==> src/hdl/sadc_pkg.sv <==
// shared types, constants and the channel decode for the serial converter reader
// no dependencies
package sadc_pkg;

  localparam int DataBitsDef     = 12;
  localparam int JustifyShiftDef = 4;
  localparam int CmdBits         = 5;
  localparam int SampleW         = 16;
  localparam int CodeW           = 8;
  localparam int HalfW           = 8;

  localparam logic [HalfW-1:0] HalfPeriodReset = 8'd49;
  localparam logic [CodeW-1:0] CodeLastDigit   = 8'd3;
  localparam logic [CodeW-1:0] CharLowerA      = 8'd97;
  localparam logic [CodeW-1:0] CharLowerD      = 8'd100;
  localparam logic [CodeW-1:0] CharUpperA      = 8'd65;
  localparam logic [CodeW-1:0] CharUpperD      = 8'd68;

  localparam logic OpTick  = 1'b0;
  localparam logic OpStart = 1'b1;

  typedef struct packed {
    logic             op;
    logic [CodeW-1:0] channel_code;
    logic             left_justify;
    logic             miso_level;
  } item_t;

  typedef struct packed {
    logic               serial_clock;
    logic               mosi_level;
    logic               chip_select_n;
    logic               busy_res;
    logic               done_res;
    logic [SampleW-1:0] sample_value;
  } result_t;

  function automatic logic [1:0] channel_of(input logic [CodeW-1:0] code);
    logic [1:0] ch;
    ch = 2'd0;
    if (code <= CodeLastDigit) begin
      ch = code[1:0];
    end else if (code >= CharLowerA && code <= CharLowerD) begin
      ch = 2'(code - CharLowerA);
    end else if (code >= CharUpperA && code <= CharUpperD) begin
      ch = 2'(code - CharUpperA);
    end
    return ch;
  endfunction

endpackage

==> src/hdl/spi_adc_conversion_reader.sv <==
// top level of the serial converter reader: input register and update engine
// depends on sadc_pkg, sadc_in_stage, sadc_engine
//
// usage:
//   input (in_valid_i / in_stall_o) takes one beat per unstalled cycle: a tick
//   (op 0) or a start (op 1) with channel code, justify flag and the miso level
//   output channel (out_valid_o / out_stall_i) gives one result beat per input
//   beat: line levels for sclk, mosi and chip select, busy, done and the sample
//   config channel (cfg_valid_i / cfg_ready_o) writes the half period in ticks;
//   a zero acts as one, reset value is 49
//   accepted beats pass the input register, then the result register; one
//   beat per unstalled cycle, the transfer state being updated once per beat
//   a conversion spans 2 * half period * 19 tick beats after its start beat
//   reset returns the transfer to idle, so results show chip select high
//   when out_stall_i holds, the result register keeps its beat and the input
//   register absorbs one more beat, if empty, before in_stall_o rises
module spi_adc_conversion_reader import sadc_pkg::*; #(
  parameter int DATA_BITS     = DataBitsDef,
  parameter int JUSTIFY_SHIFT = JustifyShiftDef
) (
  input  logic               clk_i,
  input  logic               rst_ni,
  input  logic               cfg_valid_i,
  output logic               cfg_ready_o,
  input  logic [HalfW-1:0]   cfg_data_i,
  input  logic               in_valid_i,
  output logic               in_stall_o,
  input  logic               op_i,
  input  logic [CodeW-1:0]   channel_code_i,
  input  logic               left_justify_i,
  input  logic               miso_level_i,
  output logic               out_valid_o,
  input  logic               out_stall_i,
  output logic               serial_clock_o,
  output logic               mosi_level_o,
  output logic               chip_select_n_o,
  output logic               busy_res_o,
  output logic               done_res_o,
  output logic [SampleW-1:0] sample_value_o
);

  item_t   in_item;
  item_t   item;
  logic    item_valid;
  logic    advance;
  result_t result;

  assign in_item.op           = op_i;
  assign in_item.channel_code = channel_code_i;
  assign in_item.left_justify = left_justify_i;
  assign in_item.miso_level   = miso_level_i;

  sadc_in_stage u_in_stage (
    .clk_i        (clk_i),
    .rst_ni       (rst_ni),
    .in_valid_i   (in_valid_i),
    .in_stall_o   (in_stall_o),
    .in_item_i    (in_item),
    .advance_i    (advance),
    .item_valid_o (item_valid),
    .item_o       (item)
  );

  sadc_engine #(
    .DATA_BITS     (DATA_BITS),
    .JUSTIFY_SHIFT (JUSTIFY_SHIFT)
  ) u_engine (
    .clk_i        (clk_i),
    .rst_ni       (rst_ni),
    .cfg_valid_i  (cfg_valid_i),
    .cfg_ready_o  (cfg_ready_o),
    .cfg_data_i   (cfg_data_i),
    .item_valid_i (item_valid),
    .item_i       (item),
    .advance_o    (advance),
    .out_valid_o  (out_valid_o),
    .out_stall_i  (out_stall_i),
    .result_o     (result)
  );

  assign serial_clock_o  = result.serial_clock;
  assign mosi_level_o    = result.mosi_level;
  assign chip_select_n_o = result.chip_select_n;
  assign busy_res_o      = result.busy_res;
  assign done_res_o      = result.done_res;
  assign sample_value_o  = result.sample_value;

  a_done_ends_transfer: assert property (@(posedge clk_i) disable iff (!rst_ni)
    out_valid_o && done_res_o |-> chip_select_n_o && !busy_res_o)
    else $error("done beat with transfer still active");

  a_cs_tracks_busy: assert property (@(posedge clk_i) disable iff (!rst_ni)
    out_valid_o |-> (chip_select_n_o != busy_res_o))
    else $error("chip select disagrees with busy");

  a_sample_only_on_done: assert property (@(posedge clk_i) disable iff (!rst_ni)
    out_valid_o && !done_res_o |-> (sample_value_o == '0))
    else $error("sample value outside a done beat");

  a_no_stall_when_empty: assert property (@(posedge clk_i) disable iff (!rst_ni)
    !out_valid_o |-> !in_stall_o)
    else $error("input stalled with empty result register");

endmodule

==> src/hdl/sadc_in_stage.sv <==
// input register of the converter reader: holds one accepted beat
// depends on sadc_pkg
module sadc_in_stage import sadc_pkg::*; (
  input  logic  clk_i,
  input  logic  rst_ni,
  input  logic  in_valid_i,
  output logic  in_stall_o,
  input  item_t in_item_i,
  input  logic  advance_i,
  output logic  item_valid_o,
  output item_t item_o
);

  logic  valid_q, valid_d;
  item_t item_q;
  logic  take, load;

  assign take       = valid_q && advance_i;
  assign load       = in_valid_i && (!valid_q || take);
  assign in_stall_o = valid_q && !advance_i;

  always_comb begin
    valid_d = valid_q;
    if (load) begin
      valid_d = 1'b1;
    end else if (take) begin
      valid_d = 1'b0;
    end
  end

  always_ff @(posedge clk_i or negedge rst_ni) begin
    if (!rst_ni) begin
      valid_q <= 1'b0;
    end else begin
      valid_q <= valid_d;
    end
  end

  always_ff @(posedge clk_i) begin
    if (load) begin
      item_q <= in_item_i;
    end
  end

  assign item_valid_o = valid_q;
  assign item_o       = item_q;

endmodule

==> src/hdl/sadc_engine.sv <==
// transfer state, one-step update per beat and the result register
// depends on sadc_pkg
module sadc_engine import sadc_pkg::*; #(
  parameter int DATA_BITS     = DataBitsDef,
  parameter int JUSTIFY_SHIFT = JustifyShiftDef
) (
  input  logic             clk_i,
  input  logic             rst_ni,
  input  logic             cfg_valid_i,
  output logic             cfg_ready_o,
  input  logic [HalfW-1:0] cfg_data_i,
  input  logic             item_valid_i,
  input  item_t            item_i,
  output logic             advance_o,
  output logic             out_valid_o,
  input  logic             out_stall_i,
  output result_t          result_o
);

  localparam int NullPeriod = CmdBits + 1;
  localparam int LastPeriod = NullPeriod + DATA_BITS + 1;
  localparam int PhaseW     = $clog2(LastPeriod + 1);
  localparam int RxW        = DATA_BITS + 1;

  logic [HalfW-1:0]   hp_q;
  logic [PhaseW-1:0]  phase_q, phase_d;
  logic [HalfW-1:0]   cnt_q, cnt_d;
  logic               clk_lvl_q, clk_lvl_d;
  logic [RxW-1:0]     rx_q, rx_d;
  logic [CmdBits-1:0] cmd_q, cmd_d;
  logic               just_q, just_d;
  logic               busy_q, busy_d;
  logic               out_valid_q;
  result_t            res_q, res_d;
  logic               fire;
  logic [HalfW-1:0]   hp_eff;
  logic [HalfW-1:0]   cnt_inc;
  logic [31:0]        wide;
  logic [2:0]         cmd_idx;

  assign advance_o   = !out_valid_q || !out_stall_i;
  assign fire        = item_valid_i && advance_o;
  assign cfg_ready_o = !item_valid_i;
  assign hp_eff      = (hp_q == '0) ? HalfW'(1) : hp_q;
  assign cnt_inc     = cnt_q + HalfW'(1);

  always_comb begin
    phase_d   = phase_q;
    cnt_d     = cnt_q;
    clk_lvl_d = clk_lvl_q;
    rx_d      = rx_q;
    cmd_d     = cmd_q;
    just_d    = just_q;
    busy_d    = busy_q;
    res_d     = '0;
    wide      = '0;
    if (item_i.op == OpStart) begin
      if (!busy_q) begin
        busy_d    = 1'b1;
        phase_d   = PhaseW'(1);
        cnt_d     = '0;
        clk_lvl_d = 1'b0;
        rx_d      = '0;
        cmd_d     = {1'b1, 1'b1, 1'b0, channel_of(item_i.channel_code)};
        just_d    = item_i.left_justify;
      end
    end else if (busy_q) begin
      cnt_d = cnt_inc;
      if (cnt_inc >= hp_eff) begin
        cnt_d = '0;
        if (!clk_lvl_q) begin
          clk_lvl_d = 1'b1;
          if (phase_q > PhaseW'(NullPeriod)) begin
            rx_d = {rx_q[RxW-2:0], item_i.miso_level};
          end
        end else begin
          clk_lvl_d = 1'b0;
          if (phase_q >= PhaseW'(LastPeriod)) begin
            wide = 32'(rx_q[DATA_BITS-1:0]);
            if (just_q) begin
              wide = wide << JUSTIFY_SHIFT;
            end
            res_d.done_res     = 1'b1;
            res_d.sample_value = wide[SampleW-1:0];
            busy_d             = 1'b0;
            phase_d            = '0;
          end else begin
            phase_d = phase_q + PhaseW'(1);
          end
        end
      end
    end
    cmd_idx             = 3'(PhaseW'(CmdBits) - phase_d);
    res_d.serial_clock  = clk_lvl_d;
    res_d.mosi_level    = busy_d && (phase_d >= PhaseW'(1)) && (phase_d <= PhaseW'(CmdBits))
                          && cmd_d[cmd_idx];
    res_d.chip_select_n = !busy_d;
    res_d.busy_res      = busy_d;
  end

  always_ff @(posedge clk_i or negedge rst_ni) begin
    if (!rst_ni) begin
      hp_q        <= HalfPeriodReset;
      phase_q     <= '0;
      cnt_q       <= '0;
      clk_lvl_q   <= 1'b0;
      rx_q        <= '0;
      cmd_q       <= '0;
      just_q      <= 1'b0;
      busy_q      <= 1'b0;
      out_valid_q <= 1'b0;
    end else begin
      if (cfg_valid_i && cfg_ready_o) begin
        hp_q <= cfg_data_i;
      end
      if (fire) begin
        phase_q     <= phase_d;
        cnt_q       <= cnt_d;
        clk_lvl_q   <= clk_lvl_d;
        rx_q        <= rx_d;
        cmd_q       <= cmd_d;
        just_q      <= just_d;
        busy_q      <= busy_d;
        out_valid_q <= 1'b1;
      end else if (!out_stall_i) begin
        out_valid_q <= 1'b0;
      end
    end
  end

  always_ff @(posedge clk_i) begin
    if (fire) begin
      res_q <= res_d;
    end
  end

  assign out_valid_o = out_valid_q;
  assign result_o    = res_q;

endmodule
==> config.mk <==
export PLATFORM = sky130hd
export DESIGN_NAME = spi_adc_conversion_reader
export DESIGN_NICKNAME = d
export VERILOG_FILES = /design/src/hdl/sadc_pkg.sv /design/src/hdl/spi_adc_conversion_reader.sv /design/src/hdl/sadc_in_stage.sv /design/src/hdl/sadc_engine.sv
export SDC_FILE = /design/constraint.sdc
export NUM_CORES = 1
export LEC_CHECK = 0
export BUFFER_PORTS_ARGS = -buffer_cell sky130_fd_sc_hd__buf_2
export CAP_MARGIN = 20
export CORE_UTILIZATION = 57
export DETAILED_ROUTE_END_ITERATION = 16
export GPL_ROUTABILITY_DRIVEN = 0
export PLACE_DENSITY = 0.78
export SLEW_MARGIN = 20
export SYNTH_ARGS = -nofsm -noshare
export SYNTH_HDL_FRONTEND = slang
export SYNTH_SLANG_ARGS = --single-unit
==> constraint.sdc <==
create_clock -name clk_i -period 4.4 [get_ports clk_i]
set_input_delay 0.66 -clock clk_i [delete_from_list [all_inputs] [get_ports clk_i]]
set_output_delay 0.66 -clock clk_i [all_outputs]
set_load 0.03 [all_outputs]
==> Word level (Yosys, flattened, before mapping) <==
Index checks and enable logic that the tools add are counted.
{ "totals": {"register_bits": 75} }
{ "op_classes": {"addsub": 5, "magnitude_cmp": 11, "eq_ne": 3, "mux": 40, "bitwise": 5, "reduce_logical": 28} }
{ "op_table": {"columns": ["operator", "count"], "rows": [
  ["two-way mux 12 bit", 6],
  ["two-way mux 5 bit", 8],
  ["two-way mux 8 bit", 5],
  ["two-way mux 17 bit", 1],
  ["greater-or-equal comparator 8 x 7 -> 1 bit (second input constant)", 2],
  ["less-or-equal comparator 8 x 7 -> 1 bit (second input constant)", 2],
  ["two-way mux 16 bit", 1],
  ["two-way mux 1 bit", 15],
  ["OR reduction 6 bit", 2],
  ["logical AND 1 bit", 9],
  ["adder 8 x 1 -> 8 bit (second input constant)", 1],
  ["greater-or-equal comparator 8 bit", 1],
  ["less-or-equal comparator 8 x 2 -> 1 bit (second input constant)", 1],
  ["logical NOT 8 bit", 1],
  ["nonzero test 2 bit", 4],
  ["two-way mux 2 bit", 3],
  ["AND reduction 3 bit", 2],
  ["AND reduction 6 bit", 1],
  ["adder 5 x 1 -> 5 bit (second input constant)", 1],
  ["greater-or-equal comparator 5 x 1 -> 1 bit (second input constant)", 1],
  ["greater-or-equal comparator 5 bit (second input constant)", 1],
  ["> comparator 5 x 3 -> 1 bit (second input constant)", 1],
  ["less-or-equal comparator 5 x 3 -> 1 bit (second input constant)", 1],
  ["logical NOT 1 bit", 5],
  ["10 further kinds", 17]
]} }

==> Logic depth before layout (Yosys ltp) <==
{ "logic_depth": {"ltp_word": 10, "mapped_depth": 14} }

==> Cells and area by module <==
Synthesis repeated with hierarchy kept, for this count alone.
{ "hier_totals": {"hier_cells": 341, "hier_area_um2": 3667.3} }
{ "by_module_without_submodules": {"columns": ["mod", "instances", "cells_per_inst", "area_per_inst_um2", "seq_area_each_um2"], "rows": [
  ["sadc_engine", 1, 325, 3279.4, 1685.4],
  ["sadc_in_stage", 1, 16, 387.9, 355.3]
]} }

==> Least setup slack after synthesis <==
No wires, ideal clock.
{ "synth_timing": {"kind": "register to register", "startpoint": "reg u_engine.cnt_q[0]", "endpoint": "reg u_engine.res_q (netlist bit u_engine.result_o[19]) (data pin)", "setup_time_ns": 0.256, "arrival_ns": 3.145, "setup_slack_ns": 0.999, "stages_incl_launch_ff": 14, "path_buffers": 0, "synth_period_minus_slack_ns": 3.401, "path_cell_list": "dfrtp_1 and3_1 and3_1 and3_1 xor2_1 ha_1 nand4_1 a21oi_1 a211oi_2 or3_4 mux2i_1 mux2_1 a211o_1 and4_1"} }
{ "synth_rtl": {"columns": ["element", "line", "source"], "rows": [
  ["from (decl)", "sadc_engine.sv:27", "logic [HalfW-1:0] cnt_q, cnt_d;"],
  ["from (signal assigned)", "sadc_engine.sv:118", "cnt_q <= cnt_d;"],
  ["to (signal assigned)", "sadc_engine.sv:133", "res_q <= res_d;"],
  ["to (decl)", "sadc_engine.sv:34", "result_t res_q, res_d;"]
]} }

==> results_dict.tcl <==
set metrics [dict create \
    status "complete, no violations" \
    async_reset_ff_frac 0.573 \
    use_met1 0.286 \
    syn-cell-area_sq_mm 0.00364 \
    ff2ff_path_depth 14 \
    drtAntennaViolNets 0 \
    post-route-cell-area_sq_mm 0.00410 \
    cts_setup_buffers 0 \
    clock_sinks 75 \
    synth_cell_types 45 \
    antennaDiodeCount 0 \
    critPathCaptureType "flip-flop" \
    netlist_top_cells_area "dfrtp_1, edfxtp_1, ha_1, o21ai_0, nand2_1" \
    finClkSkew_ps 11.3 \
    cts_hold_buf 0 \
    seq_area_frac_synth 0.560 \
    root_buffer "clkbuf_8" \
    grt_pass1_wl_microns 10800 \
    drt_iter0_markers 138 \
    relSlewSlack 0.379 \
    cts_buffer_depth 2 \
    cp-start-kind "flip-flop" \
    first_global_vias 2377 \
    mostFrequentLayoutCells "buf_2, dfrtp_1, nand2_1" \
    insertion_delay_ps 350 \
    period_share 0.863 \
    power_mw 1.58 \
    timing.hold.ws_ps 454 \
    port_buffers 47 \
    timing.rr.start "u_engine.cnt_q[0]$_DFFE_PN0P_" \
    rows 28 \
    setup_viol_count_final 0 \
    track_usage 0.218 \
    antenna_found_initial 0 \
    yosys.area.top_type "dfrtp_1" \
    required_ps 4510 \
    overflow 0 \
    drive_gt1_frac 0.211 \
    final_common_cell "buf_2" \
    wirelength_microns 6330 \
    synth-edff-count 32 \
    routedWlPerCell_microns 13.7 \
    ys_seq_elements 75 \
    drv_cap 0 \
    fp.dieW_microns 81.9 \
    placed_cell_area_sq_mm 0.00393 \
    yosysWarningCount 0 \
    cts_made_buffers 9 \
    cts_tree "built" \
    ff2ff_setup_slack_ps 600 \
    grt_use_met2 0.348 \
    holdCritPathClass "in -> async" \
    path_max_fanout 11 \
    arrival_ps 3910 \
    grt_max_degree 44 \
    synthFlopType "dfrtp_1" \
    core_sq_mm 0.00603 \
    rsz0062_at_grt "no" \
    dieArea_sq_mm 0.00671 \
    max_freq_mhz 263 \
    initial_utilization 0.604 \
    io_pins 48 \
    cts_resized 0 \
    drv_slew 0 \
    first_pass_iters 4 \
    syn_nets 376 \
    die_y_microns 81.9 \
    areaGrowthSynthToFinish_pct 12.4 \
    fin_tns_setup_ps 0 \
    htree_num_levels 3 \
    p_per_area_mw_per_mm2 385 \
    drt-vias-per-instance 5.61 \
    hold_viol_final 0 \
    r2r_end "u_engine.result_o[19]$_DFFE_PP_" \
    grt-busiest-layer "met2" \
    leakagePower_nw 1.86 \
    drc 0 \
    syn_inst 336 \
    dp_hpwl_microns 4380 \
    grtUsageMet3 0.0600 \
    via_count 2597 \
    clk_pin_slew_ps 80 \
    worstMarginPinSlew_ps 931 \
    netlist.area_leader.share 0.275 \
    synth.avg_cell_area_sq_um 10.8 \
    ir_worst_vdd_mv 0.245 \
    period_needed_ps 3800 \
    final_core_util 0.680 \
    nets 423 \
    crit_type "reg -> reg" \
]
per-stage QoR:
stage | cells | worst slack [ps]
final | 463 | 604
after global routing | 463 | 345
after CTS | 463 | 609
after detailed placement | 447 | 627
after global placement | 447 | 710
after floorplan | 336 | 999
logic make-up (layout without fill, tap and decap cells):
family	after synthesis	in the layout	share of synthesized area
AND/OR/NAND/NOR	124	124	0.172
buffers and inverters	33	85	0.0350
AO/OA/AOI/OAI	67	67	0.122
adder cells (fa/ha/maj)	16	16	0.0550
multiplexers	14	14	0.0395
XOR/XNOR	7	7	0.0168
flip-flops	75	75	0.560
cell type report:
cell class                      instances  area (sq um)
Inverter                               20          75.1
Timing Repair Buffer                   49           250
Clock inverter                          5          30.0
Clock buffer                           11           131
Tap cell                               75          93.8
Multi-Input combinational cell        228          1470
Sequential cell                        75          2040
Fill cell                             462          1930
flip-flops by register name (all words and copies together), names as in the netlist, 5 cells and up:
register and flops:
u_engine.result_o 21, u_engine.phase_q 5, u_engine.cnt_q 8, u_engine.hp_q 8, u_in_stage.item_o 11, u_engine.cmd_q 5, u_engine.rx_q 12
worst max-delay path, stage by stage (launching register included):
cell,delay (ps)
dfrtp_1,430
and3_1,210
and3_1,190
and3_1,190
xor2_1,160
ha_1,300
nand4_1,70
a21oi_1,210
a211oi_2,100
buf_4,170
or3_4,400
mux2i_1,300
mux2_1,360
a211o_1,290
and4_1,170
power by group:
group          switching, mW  internal [mW]
clock network          0.241          0.202
logic                  0.168          0.109
registers             0.0600          0.799
worst max path at each step:
stage	startpoint	to	slack (ps)	cells past startpoint
2_1_floorplan	u_engine.cnt_q[0]$_DFFE_PN0P_	u_engine.result_o[19]$_DFFE_PP_	1000	13
3_3_place_gp	u_engine.cnt_q[0]$_DFFE_PN0P_	u_engine.result_o[19]$_DFFE_PP_	710	14
3_5_place_dp	u_engine.cnt_q[0]$_DFFE_PN0P_	u_engine.result_o[19]$_DFFE_PP_	630	14
4_1_cts	u_engine.cnt_q[0]$_DFFE_PN0P_	u_engine.result_o[19]$_DFFE_PP_	610	14
5_1_grt	u_engine.cnt_q[0]$_DFFE_PN0P_	u_engine.result_o[19]$_DFFE_PP_	350	14
6_report	u_engine.cnt_q[0]$_DFFE_PN0P_	u_engine.result_o[19]$_DFFE_PP_	600	14
cells in the mapped netlist (4+ instances only):
cell,instances
and3_1,9
a21oi_1,6
xor2_1,4
nor2b_1,14
nand2_1,36
ha_1,16
dfrtp_1,40
a31o_2,12
edfxtp_1,32
nand2b_1,5
and2_1,8
nand3_1,14
mux2i_1,11
nor2_1,23
o21ai_0,31
inv_1,20
clkbuf_1,10
o31ai_1,4
routing by layer:
layer / up-vias / wire length [microns]
met3: 11 / 272
met5: - / 0
met4: 0 / 118
met2: 77 / 2940
met1: 1215 / 3000
li1: 1294 / -
Power figures use the tool's default switching activity.
